`src/hdl/nple_pkg.sv`:
```
// Types, widths and codes of the packet latency estimator.
// No dependencies; imported by every module of the block.
package nple_pkg;

  localparam int NODE_W     = 16;
  localparam int SIZE_W     = 20;
  localparam int NUM_W      = 24;
  localparam int TOPO_W     = 2;
  localparam int RAD_W      = 5;
  localparam int DIM_W      = 3;
  localparam int DLY_W      = 4;
  localparam int STD_W      = 5;
  localparam int FB_W       = 11;
  localparam int HEAD_W     = 7;
  localparam int BODY_W     = 6;
  localparam int HOP_W      = 16;
  localparam int FLIT_W     = 24;
  localparam int LAT_W      = 32;
  localparam int DCNT_W     = 4;
  localparam int BPS        = 4;
  localparam int FLIT_STG   = NUM_W / BPS;
  localparam int CFG_IDX_W  = 3;
  localparam int CFG_DATA_W = 11;
  localparam int QDEPTH     = 2;

  localparam logic [CFG_IDX_W-1:0] CFG_TOPOLOGY_MODE = 3'd0;
  localparam logic [CFG_IDX_W-1:0] CFG_RADIX         = 3'd1;
  localparam logic [CFG_IDX_W-1:0] CFG_DIMENSIONS    = 3'd2;
  localparam logic [CFG_IDX_W-1:0] CFG_ROUTING_DLY   = 3'd3;
  localparam logic [CFG_IDX_W-1:0] CFG_VC_ALLOC_DLY  = 3'd4;
  localparam logic [CFG_IDX_W-1:0] CFG_SW_ALLOC_DLY  = 3'd5;
  localparam logic [CFG_IDX_W-1:0] CFG_SW_TRAV_DLY   = 3'd6;
  localparam logic [CFG_IDX_W-1:0] CFG_FLIT_BITS     = 3'd7;

  localparam logic [TOPO_W-1:0] TOPO_MESH  = 2'd0;
  localparam logic [TOPO_W-1:0] TOPO_TORUS = 2'd1;
  localparam logic [TOPO_W-1:0] TOPO_OTHER = 2'd2;

  typedef struct packed {
    logic [TOPO_W-1:0] topo;
    logic [RAD_W-1:0]  radix;
    logic [DIM_W-1:0]  dims;
    logic [HEAD_W-1:0] head_p1;
    logic [BODY_W-1:0] body;
    logic [FB_W-1:0]   fb;
  } cfg_t;

  typedef struct packed {
    logic [NODE_W-1:0] src;
    logic [NODE_W-1:0] dst;
    logic [HOP_W-1:0]  lin_hops;
    logic [DCNT_W-1:0] dims_use;
    logic [NUM_W-1:0]  num;
    logic              one;
  } item_t;

  // number of divider stages in the back end
  function automatic int pipe_depth(int max_dims, int id_bits);
    int idw;
    int hst;
    idw = (id_bits < NODE_W) ? id_bits : NODE_W;
    hst = max_dims * ((idw + BPS - 1) / BPS);
    return (hst > FLIT_STG) ? hst : FLIT_STG;
  endfunction

endpackage

```
`src/hdl/nple_front.sv`:
```
// Front end: masks node ids, classifies topology and packet, builds the queue entry.
// Depends on nple_pkg.
module nple_front import nple_pkg::*; #(
  parameter int MAX_DIMS     = 4,
  parameter int NODE_ID_BITS = 16
) (
  input  logic              start,
  input  logic              full,
  input  logic [NODE_W-1:0] in_source_node,
  input  logic [NODE_W-1:0] in_dest_node,
  input  logic [SIZE_W-1:0] in_size_bytes,
  input  logic              in_is_reply,
  input  cfg_t              cfg,
  output logic              push,
  output item_t             item
);

  localparam int ID_W = (NODE_ID_BITS < NODE_W) ? NODE_ID_BITS : NODE_W;
  localparam logic [NODE_W-1:0] ID_MASK = {NODE_W{1'b1}} >> (NODE_W - ID_W);

  logic [NODE_W-1:0] src_m;
  logic [NODE_W-1:0] dst_m;
  logic              linear;
  logic [DCNT_W-1:0] dims_clamp;

  assign push   = start && !full;
  assign src_m  = in_source_node & ID_MASK;
  assign dst_m  = in_dest_node & ID_MASK;
  assign linear = (cfg.topo >= TOPO_OTHER);

  always_comb begin
    dims_clamp = DCNT_W'(cfg.dims);
    if (DCNT_W'(cfg.dims) > DCNT_W'(MAX_DIMS)) dims_clamp = DCNT_W'(MAX_DIMS);
  end

  always_comb begin
    item.src      = src_m;
    item.dst      = dst_m;
    item.lin_hops = '0;
    if (linear) begin
      item.lin_hops = (src_m > dst_m) ? HOP_W'(src_m - dst_m) : HOP_W'(dst_m - src_m);
    end
    item.dims_use = (linear || cfg.radix < RAD_W'(2)) ? '0 : dims_clamp;
    item.num      = NUM_W'({in_size_bytes, 3'b000}) + NUM_W'(cfg.fb) - NUM_W'(1);
    item.one      = in_is_reply || (in_size_bytes == '0);
  end

endmodule

```
`src/hdl/nple_queue.sv`:
```
// Short queue between front and back end.
// Depends on nple_pkg (item_t, QDEPTH).
module nple_queue import nple_pkg::*; (
  input  logic  clk,
  input  logic  rst_n,
  input  logic  push,
  input  item_t push_data,
  input  logic  pop,
  output logic  empty,
  output logic  full,
  output item_t head
);

  localparam int PTR_W = (QDEPTH > 1) ? $clog2(QDEPTH) : 1;
  localparam int CNT_W = $clog2(QDEPTH + 1);

  item_t              mem_r [QDEPTH];
  logic [PTR_W-1:0]   wr_ptr_r;
  logic [PTR_W-1:0]   rd_ptr_r;
  logic [CNT_W-1:0]   count_r;
  logic               do_pop;

  assign empty  = (count_r == '0);
  assign full   = (count_r == CNT_W'(QDEPTH));
  assign head   = mem_r[rd_ptr_r];
  assign do_pop = pop && !empty;

  always_ff @(posedge clk) begin
    if (push) mem_r[wr_ptr_r] <= push_data;
  end

  always_ff @(posedge clk) begin
    if (!rst_n) begin
      wr_ptr_r <= '0;
      rd_ptr_r <= '0;
      count_r  <= '0;
    end else begin
      if (push) wr_ptr_r <= wr_ptr_r + PTR_W'(1);
      if (do_pop) rd_ptr_r <= rd_ptr_r + PTR_W'(1);
      case ({push, do_pop})
        2'b10:   count_r <= count_r + CNT_W'(1);
        2'b01:   count_r <= count_r - CNT_W'(1);
        default: count_r <= count_r;
      endcase
    end
  end

endmodule

```
`src/hdl/nple_back.sv`:
```
// Back end: per-dimension radix divider stages, flit divider, latency multiply and add.
// Depends on nple_pkg.
module nple_back import nple_pkg::*; #(
  parameter int MAX_DIMS     = 4,
  parameter int NODE_ID_BITS = 16
) (
  input  logic              clk,
  input  logic              rst_n,
  input  logic              in_valid,
  input  item_t             in_item,
  input  cfg_t              cfg,
  output logic              out_valid,
  output logic [LAT_W-1:0]  out_latency_cycles,
  output logic [HOP_W-1:0]  out_hop_count,
  output logic [FLIT_W-1:0] out_flit_count
);

  localparam int ID_W = (NODE_ID_BITS < NODE_W) ? NODE_ID_BITS : NODE_W;
  localparam int HS   = (ID_W + BPS - 1) / BPS;
  localparam int ID_P = HS * BPS;
  localparam int HST  = MAX_DIMS * HS;
  localparam int FST  = FLIT_STG;
  localparam int L    = pipe_depth(MAX_DIMS, NODE_ID_BITS);
  localparam int PH_W = HOP_W + HEAD_W;
  localparam int PF_W = FLIT_W + BODY_W;

  // stage inputs
  logic              st_vld  [L];
  logic [ID_P-1:0]   st_a    [L];
  logic [ID_P-1:0]   st_b    [L];
  logic [RAD_W-1:0]  st_ra   [L];
  logic [RAD_W-1:0]  st_rb   [L];
  logic [HOP_W-1:0]  st_hop  [L];
  logic [NUM_W-1:0]  st_fq   [L];
  logic [FB_W-1:0]   st_fr   [L];
  logic              st_one  [L];
  logic [DCNT_W-1:0] st_dims [L];

  // stage results
  logic [ID_P-1:0]   a_nxt   [L];
  logic [ID_P-1:0]   b_nxt   [L];
  logic [RAD_W-1:0]  ra_nxt  [L];
  logic [RAD_W-1:0]  rb_nxt  [L];
  logic [HOP_W-1:0]  hop_nxt [L];
  logic [NUM_W-1:0]  fq_nxt  [L];
  logic [FB_W-1:0]   fr_nxt  [L];

  logic              vld_r   [L];
  logic [ID_P-1:0]   a_r     [L];
  logic [ID_P-1:0]   b_r     [L];
  logic [RAD_W-1:0]  ra_r    [L];
  logic [RAD_W-1:0]  rb_r    [L];
  logic [HOP_W-1:0]  hop_r   [L];
  logic [NUM_W-1:0]  fq_r    [L];
  logic [FB_W-1:0]   fr_r    [L];
  logic              one_r   [L];
  logic [DCNT_W-1:0] dims_r  [L];

  for (genvar k = 0; k < L; k++) begin : g_stage
    logic [ID_P-1:0]  a;
    logic [ID_P-1:0]  b;
    logic [RAD_W-1:0] ra;
    logic [RAD_W-1:0] rb;
    logic [RAD_W:0]   ta;
    logic [RAD_W:0]   tb;
    logic [RAD_W-1:0] d;
    logic [HOP_W-1:0] hop;
    logic [NUM_W-1:0] fq;
    logic [FB_W-1:0]  fr;
    logic [FB_W:0]    tf;

    if (k == 0) begin : g_first
      assign st_vld[k]  = in_valid;
      assign st_a[k]    = ID_P'(in_item.src[ID_W-1:0]);
      assign st_b[k]    = ID_P'(in_item.dst[ID_W-1:0]);
      assign st_ra[k]   = '0;
      assign st_rb[k]   = '0;
      assign st_hop[k]  = in_item.lin_hops;
      assign st_fq[k]   = in_item.num;
      assign st_fr[k]   = '0;
      assign st_one[k]  = in_item.one;
      assign st_dims[k] = in_item.dims_use;
    end else begin : g_next
      assign st_vld[k]  = vld_r[k-1];
      assign st_a[k]    = a_r[k-1];
      assign st_b[k]    = b_r[k-1];
      assign st_ra[k]   = ra_r[k-1];
      assign st_rb[k]   = rb_r[k-1];
      assign st_hop[k]  = hop_r[k-1];
      assign st_fq[k]   = fq_r[k-1];
      assign st_fr[k]   = fr_r[k-1];
      assign st_one[k]  = one_r[k-1];
      assign st_dims[k] = dims_r[k-1];
    end

    always_comb begin
      a   = st_a[k];
      b   = st_b[k];
      ra  = st_ra[k];
      rb  = st_rb[k];
      hop = st_hop[k];
      fq  = st_fq[k];
      fr  = st_fr[k];
      ta  = '0;
      tb  = '0;
      tf  = '0;
      d   = '0;
      if (k < HST) begin
        for (int i = 0; i < BPS; i++) begin
          ta = {ra, a[ID_P-1]};
          tb = {rb, b[ID_P-1]};
          a  = {a[ID_P-2:0], 1'b0};
          b  = {b[ID_P-2:0], 1'b0};
          if (ta >= {1'b0, cfg.radix}) begin
            ra   = ta[RAD_W-1:0] - cfg.radix;
            a[0] = 1'b1;
          end else begin
            ra = ta[RAD_W-1:0];
          end
          if (tb >= {1'b0, cfg.radix}) begin
            rb   = tb[RAD_W-1:0] - cfg.radix;
            b[0] = 1'b1;
          end else begin
            rb = tb[RAD_W-1:0];
          end
        end
        // last stage of a dimension: remainders are the coordinates
        if ((k % HS) == HS - 1) begin
          d = (ra > rb) ? ra - rb : rb - ra;
          if (cfg.topo == TOPO_TORUS && (cfg.radix - d) < d) d = cfg.radix - d;
          if (DCNT_W'(k / HS) < st_dims[k]) hop = hop + HOP_W'(d);
          ra = '0;
          rb = '0;
        end
      end
      if (k < FST) begin
        for (int i = 0; i < BPS; i++) begin
          tf = {fr, fq[NUM_W-1]};
          fq = {fq[NUM_W-2:0], 1'b0};
          if (tf >= {1'b0, cfg.fb}) begin
            fr    = tf[FB_W-1:0] - cfg.fb;
            fq[0] = 1'b1;
          end else begin
            fr = tf[FB_W-1:0];
          end
        end
      end
      a_nxt[k]   = a;
      b_nxt[k]   = b;
      ra_nxt[k]  = ra;
      rb_nxt[k]  = rb;
      hop_nxt[k] = hop;
      fq_nxt[k]  = fq;
      fr_nxt[k]  = fr;
    end

    always_ff @(posedge clk) begin
      if (!rst_n) vld_r[k] <= 1'b0;
      else vld_r[k] <= st_vld[k];
    end

    always_ff @(posedge clk) begin
      a_r[k]    <= a_nxt[k];
      b_r[k]    <= b_nxt[k];
      ra_r[k]   <= ra_nxt[k];
      rb_r[k]   <= rb_nxt[k];
      hop_r[k]  <= hop_nxt[k];
      fq_r[k]   <= fq_nxt[k];
      fr_r[k]   <= fr_nxt[k];
      one_r[k]  <= st_one[k];
      dims_r[k] <= st_dims[k];
    end
  end

  // multiply stage
  logic [FLIT_W-1:0] flits;
  logic              m_vld_r;
  logic [PH_W-1:0]   m_ph_r;
  logic [PF_W-1:0]   m_pf_r;
  logic [HOP_W-1:0]  m_hop_r;
  logic [FLIT_W-1:0] m_flit_r;

  assign flits = one_r[L-1] ? FLIT_W'(1) : FLIT_W'(fq_r[L-1]);

  always_ff @(posedge clk) begin
    if (!rst_n) m_vld_r <= 1'b0;
    else m_vld_r <= vld_r[L-1];
  end

  always_ff @(posedge clk) begin
    m_ph_r   <= PH_W'(hop_r[L-1]) * PH_W'(cfg.head_p1);
    m_pf_r   <= PF_W'(flits - FLIT_W'(1)) * PF_W'(cfg.body);
    m_hop_r  <= hop_r[L-1];
    m_flit_r <= flits;
  end

  // sum and result register
  always_ff @(posedge clk) begin
    if (!rst_n) out_valid <= 1'b0;
    else out_valid <= m_vld_r;
  end

  always_ff @(posedge clk) begin
    out_latency_cycles <= LAT_W'(m_ph_r) + LAT_W'(m_pf_r);
    out_hop_count      <= m_hop_r;
    out_flit_count     <= m_flit_r;
  end

endmodule

```
`src/hdl/noc_packet_latency_estimator.sv`:
```
// Top level of the zero-load packet latency estimator: configuration registers,
// front end, queue and back end. Depends on nple_pkg, nple_front, nple_queue, nple_back.
//
//   channel   ports                                     handshake
//   input     in_source_node in_dest_node in_size_bytes  start && !busy
//             in_is_reply
//   result    out_latency_cycles out_hop_count           out_valid, one cycle
//             out_flit_count
//   config    cfg_index cfg_wdata                        cfg_we
//
// One packet per cycle while busy is low. A taken packet passes the queue register, then
// D = max(MAX_DIMS*ceil(min(NODE_ID_BITS,16)/4), 6) divider stages (16 at defaults), then the
// multiply and result registers. D is the longer divider chain, radix or flit, with four
// quotient bits per stage. busy is high only while the queue is full; the back end drains
// one entry a cycle. Synchronous reset clears the registers to their defaults and drops items in flight.
module noc_packet_latency_estimator import nple_pkg::*; #(
  parameter int MAX_DIMS     = 4,
  parameter int NODE_ID_BITS = 16
) (
  input  logic                  clk,
  input  logic                  rst_n,
  input  logic                  start,
  output logic                  busy,
  input  logic [NODE_W-1:0]     in_source_node,
  input  logic [NODE_W-1:0]     in_dest_node,
  input  logic [SIZE_W-1:0]     in_size_bytes,
  input  logic                  in_is_reply,
  output logic                  out_valid,
  output logic [LAT_W-1:0]      out_latency_cycles,
  output logic [HOP_W-1:0]      out_hop_count,
  output logic [FLIT_W-1:0]     out_flit_count,
  input  logic                  cfg_we,
  input  logic [CFG_IDX_W-1:0]  cfg_index,
  input  logic [CFG_DATA_W-1:0] cfg_wdata
);

  logic [TOPO_W-1:0] topo_r;
  logic [RAD_W-1:0]  radix_r;
  logic [DIM_W-1:0]  dims_r;
  logic [DLY_W-1:0]  rt_dly_r;
  logic [DLY_W-1:0]  vc_dly_r;
  logic [DLY_W-1:0]  sa_dly_r;
  logic [STD_W-1:0]  st_dly_r;
  logic [FB_W-1:0]   fb_r;

  cfg_t  cfg;
  item_t item;
  item_t head;
  logic  push;
  logic  empty;
  logic  full;
  logic  [BODY_W-1:0] body_raw;

  always_ff @(posedge clk) begin
    if (!rst_n) begin
      topo_r   <= TOPO_MESH;
      radix_r  <= RAD_W'(4);
      dims_r   <= DIM_W'(2);
      rt_dly_r <= DLY_W'(1);
      vc_dly_r <= DLY_W'(1);
      sa_dly_r <= DLY_W'(1);
      st_dly_r <= STD_W'(1);
      fb_r     <= FB_W'(64);
    end else if (cfg_we) begin
      case (cfg_index)
        CFG_TOPOLOGY_MODE: topo_r   <= cfg_wdata[TOPO_W-1:0];
        CFG_RADIX:         radix_r  <= cfg_wdata[RAD_W-1:0];
        CFG_DIMENSIONS:    dims_r   <= cfg_wdata[DIM_W-1:0];
        CFG_ROUTING_DLY:   rt_dly_r <= cfg_wdata[DLY_W-1:0];
        CFG_VC_ALLOC_DLY:  vc_dly_r <= cfg_wdata[DLY_W-1:0];
        CFG_SW_ALLOC_DLY:  sa_dly_r <= cfg_wdata[DLY_W-1:0];
        CFG_SW_TRAV_DLY:   st_dly_r <= cfg_wdata[STD_W-1:0];
        CFG_FLIT_BITS:     fb_r     <= cfg_wdata[FB_W-1:0];
        default:           ;
      endcase
    end
  end

  assign body_raw = BODY_W'(sa_dly_r) + BODY_W'(st_dly_r);

  always_comb begin
    cfg.topo    = topo_r;
    cfg.radix   = radix_r;
    cfg.dims    = dims_r;
    cfg.head_p1 = HEAD_W'(rt_dly_r) + HEAD_W'(vc_dly_r) + HEAD_W'(sa_dly_r)
                + HEAD_W'(st_dly_r) + HEAD_W'(1);
    cfg.body    = (body_raw == '0) ? BODY_W'(1) : body_raw;
    cfg.fb      = (fb_r == '0) ? FB_W'(1) : fb_r;
  end

  assign busy = full;

  nple_front #(
    .MAX_DIMS     (MAX_DIMS),
    .NODE_ID_BITS (NODE_ID_BITS)
  ) u_front (
    .start          (start),
    .full           (full),
    .in_source_node (in_source_node),
    .in_dest_node   (in_dest_node),
    .in_size_bytes  (in_size_bytes),
    .in_is_reply    (in_is_reply),
    .cfg            (cfg),
    .push           (push),
    .item           (item)
  );

  nple_queue u_queue (
    .clk       (clk),
    .rst_n     (rst_n),
    .push      (push),
    .push_data (item),
    .pop       (!empty),
    .empty     (empty),
    .full      (full),
    .head      (head)
  );

  nple_back #(
    .MAX_DIMS     (MAX_DIMS),
    .NODE_ID_BITS (NODE_ID_BITS)
  ) u_back (
    .clk                (clk),
    .rst_n              (rst_n),
    .in_valid           (!empty),
    .in_item            (head),
    .cfg                (cfg),
    .out_valid          (out_valid),
    .out_latency_cycles (out_latency_cycles),
    .out_hop_count      (out_hop_count),
    .out_flit_count     (out_flit_count)
  );

endmodule

```
`config.mk`:
```
export PLATFORM = sky130hd
export DESIGN_NAME = noc_packet_latency_estimator
export DESIGN_NICKNAME = d
export VERILOG_FILES = /design/src/hdl/nple_pkg.sv /design/src/hdl/nple_front.sv /design/src/hdl/nple_queue.sv /design/src/hdl/nple_back.sv /design/src/hdl/noc_packet_latency_estimator.sv
export SDC_FILE = /design/constraint.sdc
export NUM_CORES = 2
export LEC_CHECK = 0
export BUFFER_PORTS_ARGS = -buffer_cell sky130_fd_sc_hd__buf_4
export CORE_ASPECT_RATIO = 1.75
export CORE_MARGIN = 1
export CORE_UTILIZATION = 64
export DETAILED_ROUTE_END_ITERATION = 12
export GPL_ROUTABILITY_DRIVEN = 0
export GPL_TIMING_DRIVEN = 0
export PLACE_DENSITY_LB_ADDON = 0.25
export SLEW_MARGIN = 20
export SYNTH_ARGS = -nofsm -noshare
export SYNTH_HDL_FRONTEND = slang
export SYNTH_SLANG_ARGS = --single-unit
```
`constraint.sdc`:
```
create_clock -name clk -period 24.5 [get_ports clk]
set_input_delay 1.225 -clock clk [delete_from_list [all_inputs] [get_ports clk]]
set_output_delay 1.225 -clock clk [all_outputs]
set_load 0.02 [all_outputs]
```
==> parameters.txt <==
Parameter                              Value

CTS
  Number of buffers created by CTS ... 150
  Post-CTS clock slew at the launch and capture registers of the worst setup and hold paths ... 0.07 ns
  Clock sink total ... 1677
  Count of instances resized after the clock tree is built ... 0
  Clock insertion delay at the later pin of the skew report ... 0.81 ns
  Clock Root Buffer ... clkbuf_16
  Level count of the clock H-tree ... 4
  Buffers inserted during post-CTS setup optimization ... 0
  Clock Path Buffers ... 3
  Clock tree from TritonCTS ... done
  CTS Hold Buffers Added ... 0

Yosys
  Distinct cells, synth ... 100
  Yosys warning total ... 0
  Asr flop ratio synth ... 0%
  Compound-cell area share of the yosys netlist ... 12.8%
  Share of synthesized cell area in and, or, nand and nor gates ... 10.5%
  Synthesized netlist cell count ... 9418
  Number of flops mapped to enable cells by yosys ... 152
  Synth top area share ... 31.8%
  Adder and majority cell fraction of the synthesized area ... 21.8%
  Post-synthesis sequential element count ... 1677
  Nets in the synthesized netlist ... 11000
  Largest cells by area after synthesis ... dfxtp_1 32%, ha_1 15%, fa_1 7.0%, mux2_2 5.1%, edfxtp_1 4.8%
  Syn avg cell area ... 10.2 um^2
  Mux cell area share after synthesis ... 8.17%
  Netlist area before placement ... 0.0960 mm^2
  Most used flip-flop cell after synthesis ... dfxtp_1
  Largest family of logic cells by synthesized area ... adder cells
  Largest area contributor in the synthesized netlist ... dfxtp_1
  Part of the Yosys area used for sequential elements ... 36.6%
  Xor-xnor portion of the synthesized cell area ... 6.07%

Timing
  RSZ-0062 raised after global routing ... false
  Number of slew-limit violations in the final report ... 0
  Slew Limit Headroom ... 18.7%
  Final cycle utilization of the critical path ... 67.2%
  Min Clock Period, post-route ... 16.46 ns
  Worst slew pin tran ... 1.22 ns
  Number of endpoints failing setup at the final stage ... 0
  Setup skew after layout ... 0.0288 ns
  Highest clock frequency the design can meet ... 60.7 MHz
  Endpoints failing hold ... 0

Worst setup path
  Slowest cell on the critical path ... dfxtp_1
  Data required time at the worst endpoint ... 25.18 ns
  Delay contributed by the slowest stage of the critical path ... 0.84 ns
  CP Class ... reg -> reg
  Largest fanout of any net on the critical path ... 67
  Start point of the critical path ... radix_r[2]$_SDFFE_PN1P_
  Signal arrival time at the worst endpoint ... 17.15 ns
  Depth of the worst register-to-register path ... 60
  Kind of start point of the critical path ... flop
  FF-to-FF Start ... radix_r[2]$_SDFFE_PN1P_
  Element type at the critical path end ... flop

Die
  DIE AREA ... 0.152 mm^2
  Chip width ... 295 um
  Starting utilization of the core area ... 64.6%
  Vertical extent of the die ... 514 um
  Area inside the core boundary ... 0.149 mm^2
  Num ports ... 145
  Number of cell rows ... 187

Placed design
  Count of buffers inserted at the top-level ports ... 140
  Detailed placement HPWL ... 163000 um
  Placement-stage cell area ... 0.100 mm^2

Min path
  Type of the tightest min-delay check ... reg -> reg
  Launch instance of the worst min-delay path ... u_back.a_r[3][10]$_DFF_P_
  Count of cells along the worst hold path ... 0

Detailed routing
  Sum of met3 wire segment lengths after detailed routing ... 8780 um
  Initial DRC Count ... 3196
  Top Metal Used ... met5
  Vias per Instance ... 5.90
  Number of iterations in the first detailed-routing pass ... 6
  Wire length per cell ... 18.4 um
  Post-route ant nets ... 0
  Total length of routed wires ... 218000 um
  Detailed-routed wire length on met2 ... 116000 um
  DR vias ... 69900
  # DRC ... 0
  Met1 Wirelength ... 78000 um

GRT
  Number of global-route vias before repair ... 73700
  Initial antenna violation count ... 7
  Global-route wire length before repair ... 352000 um
  Remaining global-route overflow ... 0
  Maximum number of pins on one net before global-route repair ... 84
  Aggregate global-route resource usage ... 28.6%

Finish
  Nets ... 11300
  Synthesis-to-layout area growth ... 9.99%
  Final core utilization ... 71.1%
  Post-route cell area ... 0.106 mm^2
  Share of final-layout standard cells stronger than drive strength 1 ... 10.3%

Run
  Max Cap Violations ... 0

Status
  Status ... completed
==> registers in the layout, summed over array words and instances, names as in the netlist, 5 cells and up, named ones only <==
name	flops
u_queue.mem_r	152
u_back.rb_r	60
fb_r	11
u_back.vld_r	16
u_back.hop_r	256
u_back.a_r	216
radix_r	5
u_back.out_flit_count	24
u_back.one_r	16
u_back.b_r	216
u_back.fr_r	55
u_back.m_pf_r	30
st_dly_r	5
u_back.m_hop_r	16
u_back.dims_r	37
u_back.fq_r	384
u_back.m_ph_r	23
u_back.out_latency_cycles	31
u_back.out_hop_count	16
u_back.m_flit_r	24
u_back.ra_r	60
==> critical path, delay by kind of cell (launching register included) <==
family | cells | cell delay [ns]
buf+inv | 7 | 2.07
flops | 1 | 0.84
mux | 3 | 1.18
compound gates | 25 | 6.59
simple gates | 15 | 2.44
xor+xnor | 2 | 0.54
fa+ha+maj | 8 | 2.61
==> final cells by class <==
| cell class | count | area (um^2) |
|---|---|---|
| inverter | 908 | 3440 |
| tap | 1984 | 2480 |
| sequential | 1677 | 35100 |
| multi-input combinational | 6708 | 57000 |
| fill | 10600 | 43000 |
| antenna | 3 | 7.51 |
| clock inverter | 96 | 1430 |
| clock buffer | 183 | 4030 |
| buffer | 125 | 497 |
| timing repair buffer | 160 | 1560 |
==> cells in the mapped netlist (all sizes together), types with 19 or more instances <==
master,number
nand4,99
o21bai,38
nor2,390
o31ai,31
nor3,124
a21boi,52
or2,50
a211o,26
xnor2,460
nand2b,137
a311oi,21
nand3b,22
o21ai,389
o211ai,50
a41o,35
o31a,19
and2,138
xor2,198
nor4,37
inv,908
clkbuf,100
a211oi,57
nor2b,178
mux2,478
a21o,315
edfxtp,152
buf,25
nand3,114
mux2i,240
a31oi,49
a2111oi,19
a221oi,21
a21oi,513
ha,1135
dfxtp,1525
or3,41
fa,335
o21a,57
nor3b,29
nand2,555
and3,55
==> metal layers <==
metal	track usage, %	up-vias
li1	-	33600
met1	28.2	33600
met2	54.9	1922
met3	3.87	836
met4	19.0	2
met5	0	-
==> cells in the final DEF (no fill, tap or decap), types with 31 or more instances in the layout <==
cell / n
dfxtp_1: 1523
ha_1: 1135
inv_1: 883
nand2_1: 555
a21oi_1: 510
xnor2_1: 458
mux2_2: 433
nor2_1: 389
o21ai_0: 379
fa_1: 335
a21o_1: 314
mux2i_1: 240
xor2_1: 198
nor2b_1: 178
edfxtp_1: 152
clkbuf_16: 150
buf_4: 143
and2_1: 138
nand2b_1: 137
nor3_1: 122
clkbuf_1: 117
nand3_1: 114
nand4_1: 99
o21a_1: 57
and3_1: 54
a211oi_1: 52
a21boi_0: 50
a31oi_1: 49
or2_2: 48
o211ai_1: 48
or3_1: 40
o21bai_1: 38
nor4_1: 36
a41o_1: 35
o31ai_1: 31
mux2_1: 31
==> cell families after synthesis <==
kind of cell	after synthesis
buf+inv	1033
simple gates	2014
xor+xnor	661
flops	1677
mux	718
compound gates	1842
fa+ha+maj	1472
other cells	1
==> final timing paths <==
kind                                 end  slack [ns]
max          u_back.hop_r[1][63]$_DFF_P_        8.04
min            u_back.a_r[4][14]$_DFF_P_        0.31
max reg2reg  u_back.hop_r[1][63]$_DFF_P_        8.04
min reg2reg    u_back.a_r[4][14]$_DFF_P_        0.31
==> through the flow <==
stage,instances,setup slack [ns],hold slack (ns),setup TNS [ns]
floorplan,9418,3.25,0.310,0
global placement,11500,-7.43,0.310,-484.26
detailed placement,11600,8.27,0.312,0
CTS,11800,8.15,0.310,0
global route,11800,6.77,0.314,0
finish,11800,8.04,0.309,0
Power is left out: the tool's default activity adds up to more than one toggle a clock period on the data nets, which glitch-free logic cannot reach.
